==> src/design/vertex_bilinear_gradient_core_macros.svh <==
// ----------------------------------------------------------------------------
// Assertion macros for the vertex bilinear gradient core
// Clocked on clk, disabled while rst_n is low.
// ----------------------------------------------------------------------------
`ifndef VERTEX_BILINEAR_GRADIENT_CORE_MACROS_SVH
`define VERTEX_BILINEAR_GRADIENT_CORE_MACROS_SVH

// Consequent must hold in the same cycle
`define VBG_ASSERT_NOW(label, ante, cons, msg) \
    label: assert property (@(posedge clk) disable iff (!rst_n) (ante) |-> (cons)) \
        else $error(msg);

// Consequent must hold in the next cycle
`define VBG_ASSERT_NEXT(label, ante, cons, msg) \
    label: assert property (@(posedge clk) disable iff (!rst_n) (ante) |=> (cons)) \
        else $error(msg);

`endif

==> src/design/vbg_pkg.sv <==
// ----------------------------------------------------------------------------
// vbg_pkg
// Shared constants and controller/datapath interface types.
// ----------------------------------------------------------------------------
package vbg_pkg;

    localparam int VBG_MAX_VERTICES = 64;
    localparam int VBG_DIV_STEPS    = 17;
    localparam int VBG_STEP_W       = 5;
    localparam int VBG_COLOR_W      = 32;
    localparam int VBG_REG_IDX_W    = 2;
    localparam int VBG_NUM_CORNERS  = 4;

    typedef enum logic [VBG_REG_IDX_W-1:0] {
        VBG_REG_TOP_LEFT     = 2'd0,
        VBG_REG_TOP_RIGHT    = 2'd1,
        VBG_REG_BOTTOM_LEFT  = 2'd2,
        VBG_REG_BOTTOM_RIGHT = 2'd3
    } vbg_reg_idx_t;

    typedef struct packed {
        logic load_en;
        logic div_init;
        logic div_step;
        logic mul_a;
        logic mul_b;
    } vbg_cmd_t;

    typedef struct packed {
        logic last_in;
        logic is_last;
        logic out_busy;
    } vbg_status_t;

endpackage

==> src/design/vbg_ctrl.sv <==
// ----------------------------------------------------------------------------
// vbg_ctrl
// Sequencer: load vertices, then walk the store one vertex at a time.
// ----------------------------------------------------------------------------
module vbg_ctrl (
    input  logic                 clk,
    input  logic                 rst_n,
    input  vbg_pkg::vbg_status_t status,
    output vbg_pkg::vbg_cmd_t    cmd
);
    import vbg_pkg::*;

    typedef enum logic [2:0] {
        S_LOAD, S_READ, S_INIT, S_DIV, S_MULA, S_MULB
    } state_t;

    state_t                state_reg, state_next;
    logic [VBG_STEP_W-1:0] step_reg, step_next;

    always_comb
    begin
        state_next = state_reg;
        step_next  = step_reg;
        cmd        = '0;
        unique case (state_reg)
            S_LOAD:
            begin
                cmd.load_en = 1'b1;
                if (status.last_in)
                begin
                    state_next = S_READ;
                end
            end
            S_READ:
            begin
                state_next = S_INIT;
            end
            S_INIT:
            begin
                cmd.div_init = 1'b1;
                step_next    = '0;
                state_next   = S_DIV;
            end
            S_DIV:
            begin
                cmd.div_step = 1'b1;
                step_next    = step_reg + 1'b1;
                if (step_reg == VBG_STEP_W'(VBG_DIV_STEPS - 1))
                begin
                    state_next = S_MULA;
                end
            end
            S_MULA:
            begin
                cmd.mul_a  = 1'b1;
                state_next = S_MULB;
            end
            S_MULB:
            begin
                // hold until the output register is free
                if (!status.out_busy)
                begin
                    cmd.mul_b  = 1'b1;
                    state_next = status.is_last ? S_LOAD : S_READ;
                end
            end
            default:
            begin
                state_next = S_LOAD;
            end
        endcase
    end

    always_ff @(posedge clk or negedge rst_n)
    begin
        if (!rst_n)
        begin
            state_reg <= S_LOAD;
            step_reg  <= '0;
        end
        else
        begin
            state_reg <= state_next;
            step_reg  <= step_next;
        end
    end

endmodule

==> config.mk <==
export PLATFORM = sky130hd
export DESIGN_NAME = vbg_ctrl
export DESIGN_NICKNAME = d
export VERILOG_FILES = /design/src/design/vertex_bilinear_gradient_core_macros.svh /design/src/design/vbg_pkg.sv /design/src/design/vbg_ctrl.sv
export SDC_FILE = /design/constraint.sdc
export NUM_CORES = 1
export LEC_CHECK = 0
export BUFFER_PORTS_ARGS = -buffer_cell sky130_fd_sc_hd__buf_2
export CORE_AREA = 2 2 39 41
export DETAILED_ROUTE_END_ITERATION = 16
export DIE_AREA = 0 0 41 43
export GPL_TIMING_DRIVEN = 1
export PLACE_DENSITY_LB_ADDON = 0.05
export RECOVER_POWER = 100
export SYNTH_ARGS = -nofsm -noshare
export SYNTH_HDL_FRONTEND = slang
export SYNTH_SLANG_ARGS = --single-unit
==> constraint.sdc <==
create_clock -name clk -period 2.65 [get_ports clk]
set_input_delay 0.1325 -clock clk [delete_from_list [all_inputs] [get_ports clk]]
set_output_delay 0.1325 -clock clk [all_outputs]
set_load 0.05 [all_outputs]
# Word-level counts from Yosys, hierarchy flattened
# Cells that the tools add are included.
[word_totals]
register_bits = 8
in_bits = 5
out_inout_bits = 5
[classes]
n_addsub = 1
eq_ne = 9
n_mux = 12
reduce_logical = 3
[op_table]
columns = ["cell", "n"]
rows = [
  ["3-bit case mux with 6 select lines", 1],
  ["5-bit case mux with 2 select lines", 1],
  ["3-bit 2-to-1 mux", 3],
  ["1-bit 2-to-1 mux", 7],
  ["3-bit by 2-bit equality test with 1-bit output, second input constant", 2],
  ["3-bit equality test, second input constant", 2],
  ["2-bit != test, second input constant", 3],
  ["5-bit by 1-bit adder with 5-bit output, second input constant", 1],
  ["5-bit equality test, second input constant", 1],
  ["3-bit by 1-bit equality test with 1-bit output, second input constant", 1],
  ["3-bit logical NOT", 1],
  ["3-bit AND reduction", 1],
  ["2-bit nonzero test", 1],
]

# Logic depth before layout (Yosys ltp)
[depth]
ltp_word = 3
ltp_mapped = 5
mapped_depth_nobuf = 5

# Least setup slack after synthesis
# No wires, ideal clock.
[synth_path]
path_type = "reg-to-output"
start = "register state_reg[0]"
end = "output port cmd[4] in the netlist's numbering"
t_arrival_ns = 1.682
t_required_ns = 2.518
path_slack_ns = 0.835
path_stages_with_launch = 3
path_buffers = 1
path_cell_list = "dfrtp_1 -> buf_1 -> nor3_1"
[synth_lines]
columns = ["element", "line", "rtl"]
rows = [
  ["start, declared", "vbg_ctrl.sv:17", "state_t state_reg, state_next;"],
  ["start signal, assigned", "vbg_ctrl.sv:83", "state_reg <= state_next;"],
  ["end, declared", "vbg_ctrl.sv:9", "output vbg_pkg::vbg_cmd_t cmd"],
]

==> flow_summary.toml <==
[outcome]
outcome = "finished, final reports clean"

[clock_tree]
cts.sinks = 8
htree_levels = 1
clk_latency_ns = 0.25
cts_buffer_depth = 2
clk_pin_slew_ns = 0.06
clockRootBuffer = "clkbuf_4"
numCtsBuffers = 3
postCtsSetupRepairBufs = 0
tritoncts = "yes"

[grt]
grt_overflow_total = 0
grt_pass1_vias = 397
grt_usage = 0.152
antenna_found_initial = 0
grt_max_degree = 15
grt_first_pass_wirelength_mm = 1.81

[setup_path]
crit_required_ns = 2.52
path_buf_inv = 1
crit_arrival_ns = 1.74
cpMostUsedCell = "nor2b_1"
cp_max_fo = 14
worstSetupPathType = "reg2out"
cp-start-kind = "flip-flop"
cp_slowest_stage_delay_ns = 0.59
crit_chain = "nor2b_1 > nor2b_1 > clkbuf_1"
endpoint_kind = "primary output"
path_delay_family = "flip-flops"
slowest_stage = "dfrtp_1"

[die]
coreArea_um2 = 1380
die_w_um = 41
dieHeight_um = 43
rows = 14
initial_core_util = 0.334
dieArea_um2 = 1760
pin_count = 10

[sta]
rsz0062_at_grt = "no"
period_share = 0.705
drv_slew = 0
period_needed_ns = 1.87
skew_ns = 0.0107
setup_viol = 0
fmax_mhz = 535
relSlewSlack = 0.605
whs_ns = 0.218
fin_tns_setup_ns = 0
hold_violations = 0
worstMarginPinSlew_ns = 0.595

[job]
drv_cap = 0

[hold_path]
hp-class = "in2reg"

[power]
total_power_mw = 0.552
power_density_nw_per_um2 = 1030
leakage_nw = 0.236
ir_worst_vdd_uv = 421

[logic_synthesis]
ys_seq_area_frac = 0.434
syn-num-nets = 57
syn_area_per_cell_um2 = 9.23
synth_area_um2 = 462
netlist_instances = 50
synth_cell_types = 23
yosys_warnings = 0
synth-seq-cells = 8

[placed_design]
place_congestion = 0.690
hpwlAfterDp_um = 717
dp_cells = 73
portBuffers = 9

[detailed_routing]
ant_nets = 0
routedWlPerCell_um = 12.7
first_pass_iters = 2
dr.first_iter.drc_count = 2
totalWireLength_um = 980
vias = 390
viasPerCell = 5.06
drc_errors = 0

[finish]
syn_to_final_growth_pct = 16.3
nFillCells = 143
layout-drive-gt1-share = 0.115
largest_register_ffs = 5
fin_nets = 70
diodes = 0
fin_cells = 77
[placed cells by master, fill, tap and decap left out, drive strengths merged]
cell type,count
clkbuf,9
or4b,2
inv,4
a22o,1
dlygate4sd3,1
a21oi,2
buf,3
mux2i,1
dfrtp,8
ha,2
or3,1
and4bb,1
nor2,4
nor3,2
o2bb2ai,1
a31oi,1
nand3b,2
o21bai,1
nand2,4
nand2b,2
o21ai,3
nand3,4
nor2b,2
[what timing repair did]
item | CTS | global route
hold buffers | 1 | 0
hold endpoints to repair | 8 | 0
gates resized for setup | 0 | 0
[cell usage after synthesis (all sizes together)]
cell / instances / area [um2]
inv: 4 / 15.0
o21bai: 1 / 7.51
a21oi: 2 / 10.0
ha: 2 / 25.0
mux2i: 1 / 10.0
nand3b: 2 / 15.0
a31oi: 1 / 6.26
a22o: 1 / 10.0
or3: 1 / 6.26
or4b: 2 / 20.0
and4bb: 1 / 12.5
nand2: 4 / 15.0
dfrtp: 8 / 200
buf: 2 / 15.0
nand2b: 2 / 12.5
nor2b: 2 / 12.5
o21ai: 3 / 15.0
nor2: 4 / 15.0
o2bb2ai: 1 / 8.76
nand3: 4 / 20.0
nor3: 2 / 10.0
[power by group]
group          total [mW]  switching, mW  internal, mW
combinational       0.226          0.136        0.0901
clock              0.0925         0.0407        0.0518
sequential          0.233         0.0647         0.168
[worst register-to-register path, cell delays in order (launching register included)]
cell and delay [ns]:
dfrtp_1 0.50, nand2b_1 0.25, or4b_1 0.55, nand3_1 0.10
[routing by layer]
| metal | vias to the layer above | track usage | wire (um) |
|---|---|---|---|
| met4 | 0 | 0.0800 | 4 |
| li1 | 199 | - | - |
| met1 | 180 | 0.198 | 473 |
| met2 | 9 | 0.225 | 468 |
| met5 | - | 0 | 0 |
| met3 | 2 | 0.0314 | 33 |
[logic make-up (layout without fill, tap and decap cells)]
kind of cell,Yosys count,after routing,share of synthesized area
and+or+nand+nor,24,24,0.301
DFF,8,8,0.434
AOI/OAI and AO/OA,9,9,0.125
buffers and inverters,6,17,0.0650
muxes,1,1,0.0217
adders and majority gates,2,2,0.0542
[layout make-up]
class,instances,area (um2),share of cell area
clock buffer,3,22.5,0.0420
inverter,4,15.0,0.0280
multi-input combinational,36,231,0.431
sequential,8,200,0.373
tap,16,20.0,0.0373
timing repair buffer,10,47.5,0.0886
[path summary, 6_finish.rpt]
check	cells past startpoint	slack, ns	endpoint	start
max	3	0.78	cmd[0]	state_reg[0]$_DFFE_PN0P_
min	3	0.22	state_reg[2]$_DFFE_PN0P_	status[0]
max reg2reg	3	1.19	step_reg[4]$_DFFE_PN0P_	state_reg[1]$_DFFE_PN0P_
min reg2reg	2	0.52	step_reg[4]$_DFFE_PN0P_	step_reg[4]$_DFFE_PN0P_
max in group asynchronous	2	1.99	step_reg[1]$_DFFE_PN0P_	rst_n
min in group asynchronous	2	0.33	step_reg[3]$_DFFE_PN0P_	rst_n
[stage by stage]
stage,setup slack (ns),utilization,cell area (um2)
2_1_floorplan,0.835,-,462
3_3_place_gp,1.22,0.370,512
3_5_place_dp,1.22,0.370,512
4_1_cts,0.987,0.393,544
5_1_grt,0.667,0.388,537
6_report,0.782,0.388,537
(Power assumes the default switching activity.)
